**config.mk**
```make
export PLATFORM = sky130hd
export DESIGN_NAME = serial_device_poll_controller
export DESIGN_NICKNAME = d
export VERILOG_FILES = /design/src/rtl/sdpc_pkg.sv /design/src/rtl/sdpc_front.sv /design/src/rtl/sdpc_engine.sv /design/src/rtl/sdpc_result_queue.sv /design/src/rtl/serial_device_poll_controller.sv
export SDC_FILE = /design/constraint.sdc
export NUM_CORES = 1
export LEC_CHECK = 0
export ABC_AREA = 1
export BUFFER_PORTS_ARGS = -buffer_cell sky130_fd_sc_hd__buf_2
export CAP_MARGIN = 20
export CELL_PAD_IN_SITES_DETAIL_PLACEMENT = 1
export CELL_PAD_IN_SITES_GLOBAL_PLACEMENT = 1
export CORE_MARGIN = 10
export CORE_UTILIZATION = 40
export CTS_BUF_LIST = sky130_fd_sc_hd__clkbuf_16
export DETAILED_ROUTE_END_ITERATION = 8
export PLACE_DENSITY = 0.74
export SLEW_MARGIN = 20
export SYNTH_ARGS = -nofsm -noshare
export SYNTH_HDL_FRONTEND = slang
export SYNTH_SLANG_ARGS = --single-unit
```
**constraint.sdc**
```tcl
create_clock -name clk -period 3.1 [get_ports clk]
set_input_delay 0.31 -clock clk [delete_from_list [all_inputs] [get_ports clk]]
set_output_delay 0.31 -clock clk [all_outputs]
set_load 0.05 [all_outputs]
```
**src/rtl/sdpc_pkg.sv**
```systemverilog
// ----------------------------------------------------------------------------
// sdpc_pkg: shared types and constants of the serial device poll controller
// Holds the command codes, the item and result records and the frame codes.
// ----------------------------------------------------------------------------
`default_nettype none

package sdpc_pkg;

  // commands sent to the device
  typedef enum logic [2:0] {
    CMD_NONE        = 3'd0,
    CMD_ENABLE_KEYS = 3'd1,
    CMD_GET_KEY     = 3'd2,
    CMD_GET_ROOM    = 3'd3,
    CMD_GET_VOLUME  = 3'd4
  } cmd_t;

  // kind of an accepted item
  typedef enum logic {
    ITEM_TICK = 1'b0,
    ITEM_BYTE = 1'b1
  } item_kind_t;

  typedef struct packed {
    item_kind_t  kind;
    logic [7:0]  data;
  } item_t;

  typedef struct packed {
    cmd_t        send_command;
    logic        heartbeat;
    logic        frame_done;
    logic        device_error;
    logic [7:0]  source_code;
    logic [7:0]  mute_state;
    logic [7:0]  power_off_state;
    logic [7:0]  volume_level;
    logic [7:0]  key_events_on;
    logic        room_state_request;
    logic        volume_key_active;
    logic        source_key_request;
  } result_t;

  // configuration register indexes
  typedef enum logic [1:0] {
    REG_ACK_TIMEOUT   = 2'd0,
    REG_ROUND_GAP     = 2'd1,
    REG_VOLUME_PERIOD = 2'd2
  } cfg_reg_t;

  localparam int          CFG_INDEX_W         = 2;
  localparam int          CFG_DATA_W          = 16;
  localparam logic [15:0] ACK_TIMEOUT_RESET   = 16'd100;
  localparam logic [15:0] ROUND_GAP_RESET     = 16'd100;
  localparam logic [7:0]  VOLUME_PERIOD_RESET = 8'd10;

  // frame header bits
  localparam int HDR_ERROR_BIT  = 7;
  localparam int HDR_NOTIFY_BIT = 3;

  // frame opcodes
  localparam logic [15:0] OP_KEY_EVENT  = 16'h0104;
  localparam logic [15:0] OP_ACK        = 16'h0100;
  localparam logic [15:0] OP_SOURCE     = 16'h010A;
  localparam logic [15:0] OP_ROOM       = 16'h0111;
  localparam logic [15:0] OP_VOLUME     = 16'h0115;
  localparam logic [15:0] OP_KEY_ENABLE = 16'h011B;

  // key codes
  localparam logic [7:0] KEY_POWER    = 8'h01;
  localparam logic [7:0] KEY_MUTE     = 8'h4C;
  localparam logic [7:0] KEY_VOL_UP   = 8'h02;
  localparam logic [7:0] KEY_VOL_DOWN = 8'h03;
  localparam logic [7:0] KEY_SOURCE   = 8'hD3;

  // key request flag bits
  localparam int KF_ROOM   = 0;
  localparam int KF_VOLUME = 1;
  localparam int KF_SOURCE = 2;

  // bytes of a frame that are kept for decoding
  localparam int FRAME_STORE   = 6;
  localparam int FRAME_STORE_W = 3;

endpackage

`default_nettype wire

```
**src/rtl/sdpc_front.sv**
```systemverilog
// ----------------------------------------------------------------------------
// sdpc_front: input side of the poll controller
// Accepts items, tags them as tick or byte and holds them in a two entry queue.
// ----------------------------------------------------------------------------
`default_nettype none

module sdpc_front (
  input  wire logic           clk,
  input  wire logic           rst,
  input  wire logic           push,
  output logic                full,
  input  wire logic           operation,
  input  wire logic [7:0]     rx_byte,
  output sdpc_pkg::item_t     item,
  output logic                item_valid,
  input  wire logic           item_take
);
  import sdpc_pkg::*;

  localparam int DEPTH = 2;

  item_t      mem [DEPTH];
  logic [1:0] count;
  logic       wr_ptr;
  logic       rd_ptr;
  logic       do_push;
  logic       do_pop;
  item_t      tagged_item;

  assign full       = (count == 2'(DEPTH));
  assign item_valid = (count != 2'd0);
  assign do_push    = push && !full;
  assign do_pop     = item_take && item_valid;

  always_comb begin
    tagged_item.kind = operation ? ITEM_BYTE : ITEM_TICK;
    tagged_item.data = rx_byte;
  end

  always_ff @(posedge clk) begin
    if (rst) begin
      count  <= 2'd0;
      wr_ptr <= 1'b0;
      rd_ptr <= 1'b0;
    end else begin
      if (do_push) wr_ptr <= ~wr_ptr;
      if (do_pop) rd_ptr <= ~rd_ptr;
      count <= count + 2'(do_push) - 2'(do_pop);
    end
  end

  always_ff @(posedge clk) begin
    if (do_push) mem[wr_ptr] <= tagged_item;
  end

  assign item = mem[rd_ptr];

endmodule

`default_nettype wire

```
**src/rtl/sdpc_engine.sv**
```systemverilog
// ----------------------------------------------------------------------------
// sdpc_engine: back part of the poll controller
// Runs the poll sequence, the ack wait, frame assembly and frame decoding.
// ----------------------------------------------------------------------------
`default_nettype none

module sdpc_engine #(
  parameter int MAX_FRAME_BYTES = 32
) (
  input  wire logic                             clk,
  input  wire logic                             rst,
  input  wire logic                             cfg_write,
  input  wire logic [sdpc_pkg::CFG_INDEX_W-1:0] cfg_index,
  input  wire logic [sdpc_pkg::CFG_DATA_W-1:0]  cfg_value,
  input  wire sdpc_pkg::item_t                  item,
  input  wire logic                             item_valid,
  output logic                                  item_take,
  input  wire logic                             res_full,
  output sdpc_pkg::result_t                     result,
  output logic                                  result_push
);
  import sdpc_pkg::*;

  localparam int LEN_W = $clog2(MAX_FRAME_BYTES);

  typedef enum logic [4:0] {
    STEP_START  = 5'b00001,
    STEP_KEY    = 5'b00010,
    STEP_ROOM   = 5'b00100,
    STEP_VOLUME = 5'b01000,
    STEP_GAP    = 5'b10000
  } poll_step_t;

  // configuration
  logic [15:0] ack_timeout;
  logic [15:0] round_gap;
  logic [7:0]  volume_period;

  // state
  logic [15:0]  ack_wait, ack_wait_next;
  logic [15:0]  gap, gap_next;
  poll_step_t   step, step_next;
  logic [7:0]   vcount, vcount_next;
  logic [7:0]   fbytes [FRAME_STORE];
  logic [7:0]   fbytes_next [FRAME_STORE];
  logic [LEN_W-1:0] frem, frem_next;
  logic [LEN_W-1:0] fpos, fpos_next;
  logic         err, err_next;
  logic [7:0]   rv_source, rv_source_next;
  logic [7:0]   rv_mute, rv_mute_next;
  logic [7:0]   rv_off, rv_off_next;
  logic [7:0]   rv_volume, rv_volume_next;
  logic [7:0]   rv_keyev, rv_keyev_next;
  logic [2:0]   kflags, kflags_next;

  logic         fire;
  cmd_t         cmd;
  cmd_t         step_cmd;
  cmd_t         step_req;
  logic         hb;
  logic         done;
  logic         frame_live;
  logic         tick_free;
  logic [7:0]   len_clamped;
  logic [15:0]  opcode;
  logic [7:0]   key_code;

  assign fire        = item_valid && !res_full;
  assign item_take   = fire;
  assign result_push = fire;

  always_ff @(posedge clk) begin
    if (rst) begin
      ack_timeout   <= ACK_TIMEOUT_RESET;
      round_gap     <= ROUND_GAP_RESET;
      volume_period <= VOLUME_PERIOD_RESET;
    end else if (cfg_write) begin
      unique case (cfg_reg_t'(cfg_index))
        REG_ACK_TIMEOUT:   ack_timeout   <= cfg_value;
        REG_ROUND_GAP:     round_gap     <= cfg_value;
        REG_VOLUME_PERIOD: volume_period <= cfg_value[7:0];
        default: ;
      endcase
    end
  end

  always_comb begin
    ack_wait_next  = ack_wait;
    gap_next       = gap;
    step_next      = step;
    vcount_next    = vcount;
    fbytes_next    = fbytes;
    frem_next      = frem;
    fpos_next      = fpos;
    err_next       = err;
    rv_source_next = rv_source;
    rv_mute_next   = rv_mute;
    rv_off_next    = rv_off;
    rv_volume_next = rv_volume;
    rv_keyev_next  = rv_keyev;
    kflags_next    = kflags;
    cmd            = CMD_NONE;
    step_cmd       = CMD_NONE;
    step_req       = CMD_NONE;
    hb             = 1'b0;
    done           = 1'b0;
    frame_live     = 1'b0;
    tick_free      = 1'b0;
    len_clamped    = (item.data > 8'(MAX_FRAME_BYTES)) ? 8'(MAX_FRAME_BYTES) : item.data;
    opcode         = 16'd0;
    key_code       = 8'd0;

    if (item.kind == ITEM_BYTE) begin
      // frame assembly
      if (frem == '0) begin
        if (len_clamped != 8'd0) begin
          frem_next  = LEN_W'(len_clamped - 8'd1);
          fpos_next  = '0;
          frame_live = 1'b1;
        end
      end else begin
        if (fpos < LEN_W'(FRAME_STORE)) fbytes_next[fpos[FRAME_STORE_W-1:0]] = item.data;
        fpos_next  = fpos + LEN_W'(1);
        frem_next  = frem - LEN_W'(1);
        frame_live = 1'b1;
      end

      if (frame_live && frem_next == '0) begin
        fpos_next = '0;
        done      = 1'b1;
        opcode    = {fbytes_next[1], fbytes_next[2]};
        key_code  = fbytes_next[5];
        if (fbytes_next[0][HDR_ERROR_BIT]) begin
          err_next = 1'b1;
        end else if (fbytes_next[0][HDR_NOTIFY_BIT]) begin
          if (opcode == OP_KEY_EVENT) begin
            kflags_next = 3'b000;
            if (fbytes_next[3] == 8'd0) begin
              if (key_code inside {KEY_POWER, KEY_MUTE}) begin
                kflags_next[KF_ROOM] = 1'b1;
              end else if (key_code inside {KEY_VOL_UP, KEY_VOL_DOWN}) begin
                kflags_next[KF_VOLUME] = 1'b1;
              end else if (key_code == KEY_SOURCE) begin
                kflags_next[KF_SOURCE] = 1'b1;
              end
            end
          end
        end else begin
          unique case (opcode)
            OP_ACK:        ack_wait_next  = 16'd0;
            OP_SOURCE:     rv_source_next = fbytes_next[3];
            OP_ROOM: begin
              rv_mute_next = fbytes_next[4];
              rv_off_next  = fbytes_next[5];
            end
            OP_VOLUME:     rv_volume_next = fbytes_next[3];
            OP_KEY_ENABLE: rv_keyev_next  = fbytes_next[3];
            default: ;
          endcase
        end
      end
    end else begin
      // poll tick
      if (ack_wait != 16'd0) begin
        ack_wait_next = ack_wait - 16'd1;
        if (ack_wait == 16'd1) begin
          frem_next = '0;
          fpos_next = '0;
        end
      end else begin
        if (vcount != 8'd0) begin
          if (vcount == volume_period) begin
            cmd           = CMD_GET_VOLUME;
            ack_wait_next = ack_timeout;
          end
          vcount_next = kflags[KF_VOLUME] ? vcount - 8'd1 : 8'd0;
          gap_next    = round_gap;
        end
        if (gap_next != 16'd0) begin
          gap_next = gap_next - 16'd1;
        end else begin
          tick_free = 1'b1;
        end
      end

      if (tick_free) begin
        unique case (step)
          STEP_START: begin
            hb = 1'b1;
            if (rv_keyev == 8'd0) begin
              step_next = STEP_KEY;
              step_req  = CMD_ENABLE_KEYS;
            end else begin
              step_next = STEP_ROOM;
              step_req  = CMD_GET_KEY;
            end
          end
          STEP_KEY: begin
            step_next = STEP_ROOM;
            step_req  = CMD_GET_KEY;
          end
          STEP_ROOM: begin
            step_next = STEP_VOLUME;
            step_req  = CMD_GET_ROOM;
          end
          STEP_VOLUME: begin
            step_next = STEP_GAP;
            step_req  = CMD_GET_VOLUME;
          end
          STEP_GAP: begin
            gap_next  = round_gap;
            step_next = STEP_START;
          end
          default: step_next = STEP_START;
        endcase
        // one command at a time while an ack is pending
        if (step_req != CMD_NONE && ack_wait_next == 16'd0) begin
          ack_wait_next = ack_timeout;
          step_cmd      = step_req;
        end
        if (cmd == CMD_NONE) cmd = step_cmd;
      end
    end

    // fast volume poll reload
    if (kflags_next[KF_VOLUME] && vcount_next == 8'd0) vcount_next = volume_period;
  end

  always_comb begin
    result.send_command       = cmd;
    result.heartbeat          = hb;
    result.frame_done         = done;
    result.device_error       = err_next;
    result.source_code        = rv_source_next;
    result.mute_state         = rv_mute_next;
    result.power_off_state    = rv_off_next;
    result.volume_level       = rv_volume_next;
    result.key_events_on      = rv_keyev_next;
    result.room_state_request = kflags_next[KF_ROOM];
    result.volume_key_active  = kflags_next[KF_VOLUME];
    result.source_key_request = kflags_next[KF_SOURCE];
  end

  always_ff @(posedge clk) begin
    if (rst) begin
      ack_wait  <= 16'd0;
      gap       <= 16'd0;
      step      <= STEP_START;
      vcount    <= 8'd0;
      frem      <= '0;
      fpos      <= '0;
      err       <= 1'b0;
      rv_source <= 8'd0;
      rv_mute   <= 8'd0;
      rv_off    <= 8'd0;
      rv_volume <= 8'd0;
      rv_keyev  <= 8'd0;
      kflags    <= 3'b000;
      for (int i = 0; i < FRAME_STORE; i++) fbytes[i] <= 8'd0;
    end else if (fire) begin
      ack_wait  <= ack_wait_next;
      gap       <= gap_next;
      step      <= step_next;
      vcount    <= vcount_next;
      frem      <= frem_next;
      fpos      <= fpos_next;
      err       <= err_next;
      rv_source <= rv_source_next;
      rv_mute   <= rv_mute_next;
      rv_off    <= rv_off_next;
      rv_volume <= rv_volume_next;
      rv_keyev  <= rv_keyev_next;
      kflags    <= kflags_next;
      fbytes    <= fbytes_next;
    end
  end

endmodule

`default_nettype wire

```
**src/rtl/sdpc_result_queue.sv**
```systemverilog
// ----------------------------------------------------------------------------
// sdpc_result_queue: output side of the poll controller
// Two entry queue of finished results, popped by the consumer.
// ----------------------------------------------------------------------------
`default_nettype none

module sdpc_result_queue (
  input  wire logic                clk,
  input  wire logic                rst,
  input  wire sdpc_pkg::result_t   result_in,
  input  wire logic                result_push,
  output logic                     res_full,
  output sdpc_pkg::result_t        result_out,
  output logic                     empty,
  input  wire logic                pop
);
  import sdpc_pkg::*;

  localparam int DEPTH = 2;

  result_t    mem [DEPTH];
  logic [1:0] count;
  logic       wr_ptr;
  logic       rd_ptr;
  logic       do_push;
  logic       do_pop;

  assign res_full = (count == 2'(DEPTH));
  assign empty    = (count == 2'd0);
  assign do_push  = result_push && !res_full;
  assign do_pop   = pop && !empty;

  always_ff @(posedge clk) begin
    if (rst) begin
      count  <= 2'd0;
      wr_ptr <= 1'b0;
      rd_ptr <= 1'b0;
    end else begin
      if (do_push) wr_ptr <= ~wr_ptr;
      if (do_pop) rd_ptr <= ~rd_ptr;
      count <= count + 2'(do_push) - 2'(do_pop);
    end
  end

  always_ff @(posedge clk) begin
    if (do_push) mem[wr_ptr] <= result_in;
  end

  assign result_out = mem[rd_ptr];

endmodule

`default_nettype wire

```
**src/rtl/serial_device_poll_controller.sv**
```systemverilog
// ----------------------------------------------------------------------------
// serial_device_poll_controller: polls an audio device over a serial link
// Front queue, execution engine and result queue; one result per item.
// ----------------------------------------------------------------------------
// Each item is a poll tick (operation 0) or one received serial byte
// (operation 1) and yields exactly one result, in order. Items are taken
// one per clock while the front queue is not full: the front queue and the
// result queue hold two entries each, and the engine updates all poll, ack
// and frame state for each item as it hands the result on; the item is
// registered in the front queue and its result in the result queue before
// it shows on the result ports. full rises only when the front queue
// holds two items that the engine cannot pass on because the result queue
// is full. Configuration writes are always ready and take effect at once;
// write them only while no item is in flight.
`default_nettype none

module serial_device_poll_controller #(
  parameter int MAX_FRAME_BYTES = 32
) (
  input  wire logic                             clk,
  input  wire logic                             rst,
  // configuration write channel
  input  wire logic                             cfg_valid,
  output logic                                  cfg_ready,
  input  wire logic [sdpc_pkg::CFG_INDEX_W-1:0] cfg_index,
  input  wire logic [sdpc_pkg::CFG_DATA_W-1:0]  cfg_value,
  // item queue side
  input  wire logic                             push,
  output logic                                  full,
  input  wire logic                             operation,
  input  wire logic [7:0]                       rx_byte,
  // result queue side
  output logic                                  empty,
  input  wire logic                             pop,
  output logic [2:0]                            send_command,
  output logic                                  heartbeat,
  output logic                                  frame_done,
  output logic                                  device_error,
  output logic [7:0]                            source_code,
  output logic [7:0]                            mute_state,
  output logic [7:0]                            power_off_state,
  output logic [7:0]                            volume_level,
  output logic [7:0]                            key_events_on,
  output logic                                  room_state_request,
  output logic                                  volume_key_active,
  output logic                                  source_key_request
);
  import sdpc_pkg::*;

  item_t   item;
  logic    item_valid;
  logic    item_take;
  logic    res_full;
  result_t result_new;
  logic    result_push;
  result_t result_head;

  // config writes never stall
  assign cfg_ready = 1'b1;

  // accept and tag items
  sdpc_front u_front (
    .clk        (clk),
    .rst        (rst),
    .push       (push),
    .full       (full),
    .operation  (operation),
    .rx_byte    (rx_byte),
    .item       (item),
    .item_valid (item_valid),
    .item_take  (item_take)
  );

  // poll sequence, ack wait and frame decode
  sdpc_engine #(
    .MAX_FRAME_BYTES (MAX_FRAME_BYTES)
  ) u_engine (
    .clk         (clk),
    .rst         (rst),
    .cfg_write   (cfg_valid && cfg_ready),
    .cfg_index   (cfg_index),
    .cfg_value   (cfg_value),
    .item        (item),
    .item_valid  (item_valid),
    .item_take   (item_take),
    .res_full    (res_full),
    .result      (result_new),
    .result_push (result_push)
  );

  // finished results wait here for the consumer
  sdpc_result_queue u_result_queue (
    .clk         (clk),
    .rst         (rst),
    .result_in   (result_new),
    .result_push (result_push),
    .res_full    (res_full),
    .result_out  (result_head),
    .empty       (empty),
    .pop         (pop)
  );

  // unpack the head result onto the ports
  assign send_command       = result_head.send_command;
  assign heartbeat          = result_head.heartbeat;
  assign frame_done         = result_head.frame_done;
  assign device_error       = result_head.device_error;
  assign source_code        = result_head.source_code;
  assign mute_state         = result_head.mute_state;
  assign power_off_state    = result_head.power_off_state;
  assign volume_level       = result_head.volume_level;
  assign key_events_on      = result_head.key_events_on;
  assign room_state_request = result_head.room_state_request;
  assign volume_key_active  = result_head.volume_key_active;
  assign source_key_request = result_head.source_key_request;

  // a byte result never carries a command or a heartbeat
  a_byte_result_quiet: assert property (@(posedge clk) disable iff (rst)
    (!empty && frame_done) |-> (send_command == CMD_NONE && !heartbeat))
    else $error("frame result carries a command or heartbeat");

  // an accepted item is held in the front queue on the next cycle
  a_front_holds_item: assert property (@(posedge clk) disable iff (rst)
    (push && !full) |=> item_valid)
    else $error("accepted item lost in front queue");

  // a heartbeat comes only with no command, a round's first command or a volume poll
  a_heartbeat_cmd: assert property (@(posedge clk) disable iff (rst)
    (!empty && heartbeat) |-> (send_command == CMD_NONE ||
      send_command == CMD_ENABLE_KEYS || send_command == CMD_GET_KEY ||
      send_command == CMD_GET_VOLUME))
    else $error("heartbeat with unexpected command");

  // the engine only hands a result over when the result queue has room
  a_push_room: assert property (@(posedge clk) disable iff (rst)
    result_push |-> !res_full)
    else $error("result pushed into a full queue");

endmodule

`default_nettype wire

```
==> impl_results.md, run 1 <==
* Synth Area in Adders at under 10%
* Post-route ant nets at 0
* Worst Path Buf+Inv at 5
* Critical path's slowest cell: dfxtp_4
* I/O Pins at 84
* Vias per cell at about 5.3
* WL per Instance at around 18 um
* 1st-iter DRT viols at 617
* Drt pass-1 iters at 4
* WP data required at ~3600 ps
* Post-synth top area cell: dfxtp_1
* IO buf count at just over 80
* Clock Path Buffers at 3
* Count leader, synth: nand2_1
* TritonCTS Sinks at approximately 310
* Top_reg_cell synth: dfxtp_1
* Fin cells at ~2700
* Top cells by area, synth: dfxtp_1 24%, edfxtp_1 22%, nand2_1 8.2%
* CP max FO at 8
* Post-synthesis simple-gate area fraction at between 20% and 30%
* Worst Skew at between 30 and 40 ps
* Final GP Congestion at approximately 0.88
* Setup violators final at 0
* Min Hold Slack at 55.4 ps
* Syn Inst Count at roughly 2000
* Slew headroom at about two fifths
* Commonest cells in the netlist: 342 x nand2_1, 305 x inv_1, 191 x dfxtp_1
* Worst Setup End Kind: flop
* Sequential area share after synthesis at 46.4%
* Max-cap check violation count at 0
* Core area at just under 40000 um^2
* Mux contribution to synthesized area at about 3.5%
* Post-synth EDFFs at about 120
* Die ar. at around 48000 um^2
* Most used cell, CP: nand2_2
* Die height at 218 um
* Drc violations at 0
* Final critical path time including I/O delays and setup at 3060 ps
* Status: finished clean
* Max stage delay on crit path at around 410 ps
* Worst Hold Class: input pin to flop
* Vias in the first global route at around 15000
* FILL cells at between 4000 and 5000
* Hpwl dp at 33900 um
* Starting density of the core at between 40% and 50%
* Critical Path AT at 3560 ps
* First-pass GRT wire length at between 70000 and 80000 um
* FFs w/ async S/R, synth at 0%
* Dpl cells at roughly 2600
* Crit path kind: flop to flop
* Wirelength, routed at about 50000 um
* Seq cells post-synth at about 300
* TritonCTS buffer count at 37
* TritonCTS clock tree: yes
* Utilization after layout at about 50%
* Area Overhead vs Synth at 22.0%
* Worst skew pair latency at between 500 and 600 ps
* Share of cells above drive strength 1 at 20.9%
* Synth top area share at roughly a quarter
* Worst setup SP type: flop
* All-Layer GR Usage at between 10% and 20%
* Initial antenna violation count at 1
* Via count at 14123
* Ys Warns at 0
* Achievable Freq at approximately 330 MHz
* Worst-path cell chain: buf_8, nand2_1, nand2_2, nand2_2, nor2_2, nand2_1, nand2_2, nand2_2, ha_4, nand2_1, nor2_2, nand3_2, nand3_2, nor2_4, nand3_4, nor2_8, buf_12, buf_12, buf_4, nand2_4, o21ai_1, o21ai_1, inv_1
* Clk slew on worst S/H paths at about 60 ps
* Fin crit share at a little over nine tenths
* Final Slew Violations at 0
* Largest family of logic cells by synthesized area: simple AND/OR/NAND/NOR gates
* DIE WIDTH at 218 um
* Mapped Nets at between 2000 and 2500
* Hold Vio Cnt, Final at 0
* Layout net count at between 2000 and 2500
* Tightest Pin Transition at approximately 890 ps
* Grt ovf at 0
* Unique cell type count in the Yosys netlist at just under 60
* CTS root buffer: clkbuf_16
* Avg Synthesized Cell Area at 7.97 um^2
* Xor/xnor share of the synthesized area at about 1.4%
* Synth Area in Compound Gates at 15.0%
* Cell row count at 72
* Mapped Area at 15700 um^2
* Largest net degree at the start of global routing at 60
* Delay-heaviest family, CP: simple AND/OR/NAND/NOR gates
* H-tree lvl count at 2
-- layer usage --
| metal | vias to the layer above | GRT usage (%) | share of wire [%] |
|---|---|---|---|
| met5 | - | 0 | 0 |
| met3 | 76 | 3.41 | 3.8 |
| met1 | 6933 | 23.6 | 43 |
| li1 | 6889 | - | - |
| met4 | 0 | 5.55 | 2.3 |
| met2 | 225 | 35.5 | 51 |
-- what timing repair did --
item	4_1_cts	5_1_grt
setup endpoints to repair	91	179
pin swaps	0	20
setup buffers	1	23
hold buffers	9	0
hold endpoints to repair	18	0
cloned	0	6
gates resized for setup	8	64
-- kinds of logic (layout without fill, tap and decap cells) --
kind of cell	Yosys count	count (layout)
AOI/OAI and AO/OA	423	423
xor gates and xnor gates	25	25
adders and majority gates	14	14
buffers and inverters	402	595
DFF	307	307
muxes	49	49
other	1	2
and+or+nand+nor	752	756
-- through the flow --
stage | area, um^2 | setup WS (ps) | setup TNS (ps)
floorplan | 15700 | 190 | 0
global placement | 17200 | 5.56 | 0
detailed placement | 17200 | -244 | -10810
CTS | 18700 | 11.6 | 0
global route | 19200 | -126 | -5590
finish | 19200 | 44.0 | 0
-- registers in the layout, indices dropped and copies added (netlist names), 2 cells and up, named ones only --
signal,cells
u_result_queue.mem,98
u_engine.fbytes,42
u_front.mem,18
u_engine.ack_timeout,16
u_engine.ack_wait,16
u_engine.gap,16
u_engine.round_gap,16
u_engine.rv_keyev,8
u_engine.rv_mute,8
u_engine.rv_off,8
u_engine.rv_source,8
u_engine.rv_volume,8
u_engine.vcount,8
u_engine.volume_period,8
u_engine.fpos,5
u_engine.frem,5
u_engine.step,5
u_engine.kflags,3
u_front.count,2
u_result_queue.count,2
-- cell usage in the layout, fill, tap and decap left out, types with 5 or more instances in the layout --
cell / count
a21oi_1: 118
buf_12: 13
buf_2: 81
buf_4: 102
bufinv_16: 7
clkbuf_16: 40
clkinv_1: 7
clkinv_2: 6
dfxtp_1: 188
dlygate4sd3_1: 9
edfxtp_1: 116
ha_1: 13
inv_1: 309
inv_2: 9
mux2_2: 49
nand2_1: 334
nand2_2: 32
nand2_4: 7
nand3_1: 116
nand3_2: 10
nand3_4: 5
nand4_1: 25
nand4_4: 5
nor2_1: 141
nor2_2: 16
nor2_4: 15
nor3_1: 18
nor4_1: 10
o211ai_1: 47
o21ai_0: 130
o21ai_1: 78
o21ai_2: 22
o22ai_1: 5
xnor2_1: 5
xor2_1: 20
-- layout make-up --
| cell class | instances | area [um^2] | area share [%] |
|---|---|---|---|
| antenna | 1 | 2.50 | 0.0130 |
| clock buffer | 38 | 951 | 4.95 |
| clock inverter | 29 | 340 | 1.77 |
| inverter | 317 | 1220 | 6.35 |
| multi-input combinational | 1268 | 7110 | 37.0 |
| sequential | 307 | 7310 | 38.1 |
| tap | 518 | 648 | 3.38 |
| timing repair buffer | 211 | 1620 | 8.44 |
-- worst reg2reg max path, cell delays in order (launching register included) --
cell and delay (ps):
dfxtp_4 410, buf_8 130, nand2_1 100, nand2_2 110
nand2_2 80, nor2_2 80, nand2_1 70, nand2_2 90
nand2_2 70, ha_4 200, nand2_1 80, nor2_2 50
nand3_2 70, nand3_2 130, nor2_4 150, nand3_4 120
nor2_8 200, buf_12 150, buf_12 110, buf_4 130
nand2_4 80, o21ai_1 270, o21ai_1 90, inv_1 70
-- final timing paths --
path,startpoint,endpoint,slack [ps],cells past startpoint
min,cfg_value[2],u_engine.ack_timeout[2],60,3
max reg2reg,flop,u_engine.rv_off[7],40,23
min reg2reg,u_front.rd_ptr,u_front.rd_ptr,460,1
max,flop,u_engine.rv_off[7],40,23
Power of run 1 is left out: the tool's default activity adds up to more than one toggle a clock period on the data nets, which glitch-free logic cannot reach.
==> run 2: changes to the inputs <==
- CORE_UTILIZATION: 40 -> 42
- PLACE_DENSITY: 0.74 -> 0.78
- REMOVE_ABC_BUFFERS: not set -> 1
==> run 2 against run 1 <==
  * Utilization increased by 2.3 points
  * Die area down 4.3%
  * Register-to-register slack is essentially flat
  * Critical path depth shrank 7
  * Clock skew fell by 5.1 ps
  * Count of clock-buffer cells in the layout is 3 lower
  * Sequential share of layout area grew 0.22 points
  * Flip-flop and latch count unchanged
  * Design area down 0.57%
  * Routed wire length up 1.4%
  * Non-clock buffer count is 2 lower
  * Critical endpoint is now u_result_queue.mem[1][12]
==> impl_results.md, run 2 (same netlist as run 1, synthesis figures left out) <==
* WP data required at 3410 ps (-190 ps)
* Antenna Cells at 0 (-1)
* Critical Path End: u_result_queue.mem[1][12]
* Worst setup SP type: flop
* Unrepaired setup endpoints after global routing: true
* I/O Pins at 84 (unchanged)
* Drt pass-1 iters at 7 (+3)
* R2R depth at 16 (-30%)
* H-tree lvl count at 2 (unchanged)
* Most common cell after layout, fill and taps aside: nand2_1
* Cell row count at 70 (-2.8%)
* Die height at 214 um (-2.2%)
* Worst-path cell chain: inv_1, ha_1, nand3_4, nand2_2, nor2_2, inv_1, o21ai_2, inv_1, nor2_1, nand2_1, nor2_1, nand3_2, nor3_2, nand3_4, o21ai_1, inv_1
* Hold Vio Cnt, Final at 0 (unchanged)
* Worst Path Buf+Inv at 4 (-1)
* Area Overhead vs Synth at 21.4%
* All-Layer GR Usage at 20.6% (+0.91 points)
* Worst setup path startpoint: u_engine.frem[0]
* Status: finished clean
* FILL cells at 4404 (-6.6%)
* Worst skew pair latency at 560 ps (about the same)
* TritonCTS clock tree: yes
* Clock Path Buffers at 3 (unchanged)
* Vias per cell at 5.43 (+3.3%)
* Max-cap check violation count at 0 (unchanged)
* CTS root buffer: clkbuf_16
* Initial antenna violation count at 0 (-1)
* Post-route ant nets at 0 (unchanged)
* Crit path kind: flop to flop
* Critical R2R Launch: u_engine.frem[0]
* Top reg by flops: u_result_queue.mem
* Grt ovf at 0 (unchanged)
* Most frequent cells in the layout: 328 x nand2_1, 302 x inv_1, 188 x dfxtp_1
* Share of cells above drive strength 1 at 22.4% (+1.5 points)
* Final GP Congestion at 0.879 (-0.26%)
* Via count at 14283 (+1.1%)
* Critical path depth at 16 (-30%)
* Max FFs per register at 98 (unchanged)
* Clk slew on worst S/H paths at 70 ps (about the same)
* Final Slew Violations at 0 (unchanged)
* Max stage delay on crit path at 350 ps (-60 ps)
* Starting density of the core at 42.8% (+2.2 points)
* R2R setup slack at 30 ps (about the same)
* Drc violations at 0 (unchanged)
* TritonCTS buffer count at 35 (-5.4%)
* Final critical path time including I/O delays and setup at 3070 ps (+14.9 ps)
* Utilization after layout at 51.9% (+2.3 points)
* Worst Hold Launch: cfg_value[12]
* Largest net degree at the start of global routing at 59 (-1.7%)
* First-pass GRT wire length at 75800 um (-1.4%)
* Core area at 36800 um^2 (-5.0%)
* Layout net count at 2186 (-0.091%)
* Worst Hold Class: input pin to flop
* Worst Skew at 34.8 ps (-5.09 ps)
* Tightest Pin Transition at 856 ps (-33.0 ps)
* Reg2reg end: u_result_queue.mem[1][12]
* Wirelength, routed at 50000 um (+1.4%)
* Fin crit share at 99.1% (+0.48 points)
* Biggest regs: u_result_queue.mem: 98 flops, u_engine.fbytes: 42 flops, u_front.mem: 18 flops
* Post-route cell area at 19100 um^2 (-0.57%)
* Critical path's slowest cell: dfxtp_2
* Delay-heaviest family, CP: simple AND/OR/NAND/NOR gates
* DIE WIDTH at 214 um (-2.2%)
* Hpwl dp at 33500 um (-1.3%)
* Worst Setup End Kind: flop
* CP max FO at 16 (+8)
* TritonCTS Sinks at 307 (unchanged)
* Final WS setup at 29.1 ps (-14.9 ps)
* IO buf count at 82 (unchanged)
* Achievable Freq at 326 MHz (-0.49%)
* WL per Instance at 19.0 um (+3.6%)
* Post-DP Area at 17100 um^2 (-0.81%)
* Most used cell, CP: inv_1
* Vias in the first global route at 14606 (-0.27%)
* Die ar. at 45600 um^2 (-4.3%)
* Critical Path AT at 3380 ps (-180 ps)
* Place WS at -182 ps (+62.3 ps)
* 1st-iter DRT viols at 751 (+22%)
* Slew headroom at 42.5% (+2.0 points)
* Setup violators final at 0 (unchanged)
[run 2: cell types whose count changed in the layout (fill, tap and decap cells not counted), sizes merged]
cell and change:
bufinv -4, diode -1, inv -3, clkbuf -4, nor2 +1, buf -1, clkinv +4, nand2 +1
[run 2: worst min path at each step]
stage                             endpoint  slack [ps]  cells after the start
global route         u_engine.round_gap[2]          70                      3
finish              u_engine.round_gap[12]          30                      3
global placement                      flop         430                      1
CTS                 u_engine.round_gap[12]          20                      3
floorplan             u_engine.ack_wait[0]         380                      1
detailed placement          u_front.rd_ptr         450                      1
[run 2: timing repair]
action | in CTS | in global routing
gates resized for setup | 14 | 112
hold buffers | 9 | 0
hold endpoints to repair | 18 | 0
cloned | 0 | 7
setup endpoints to repair | 108 | 183
pin swaps | 0 | 53
setup buffers | 1 | 29
[run 2: routing by layer]
layer	track usage, %	wire length, um
met4	5.79	1160
met1	25.1	21500
met2	36.7	25300
met5	0	0
met3	3.52	1970
[run 2: final cells by class]
class | instances | area (um^2) | share of cell area [%]
multi-input combinational | 1270 | 7340 | 38.4
sequential | 307 | 7310 | 38.3
timing repair buffer | 209 | 1550 | 8.14
inverter | 317 | 1210 | 6.32
clock buffer | 35 | 876 | 4.59
tap | 468 | 586 | 3.07
clock inverter | 26 | 220 | 1.15
[run 2: stage by stage]
| stage | hold slack, ps | TNS [ps] | cells |
|---|---|---|---|
| global placement | 433 | 0 | 2525 |
| CTS | 15.1 | 0 | 2596 |
| floorplan | 379 | -374450 | 1888 |
| global route | 67.0 | -11760 | 2632 |
| detailed placement | 450 | -6370 | 2525 |
| finish | 32.7 | 0 | 2632 |
[run 2: worst reg2reg max path, cell delays in order, from the launching register on]
cell     delay [ps]
dfxtp_2         350
inv_1            90
ha_1            260
nand3_4         140
nand2_2         100
nor2_2          140
inv_1           100
o21ai_2         160
inv_1            90
nor2_1          170
nand2_1         120
nor2_1          150
nand3_2         140
nor3_2          200
nand3_4         250
o21ai_1         260
inv_1            80
Power of run 2 is left out for the same reason.
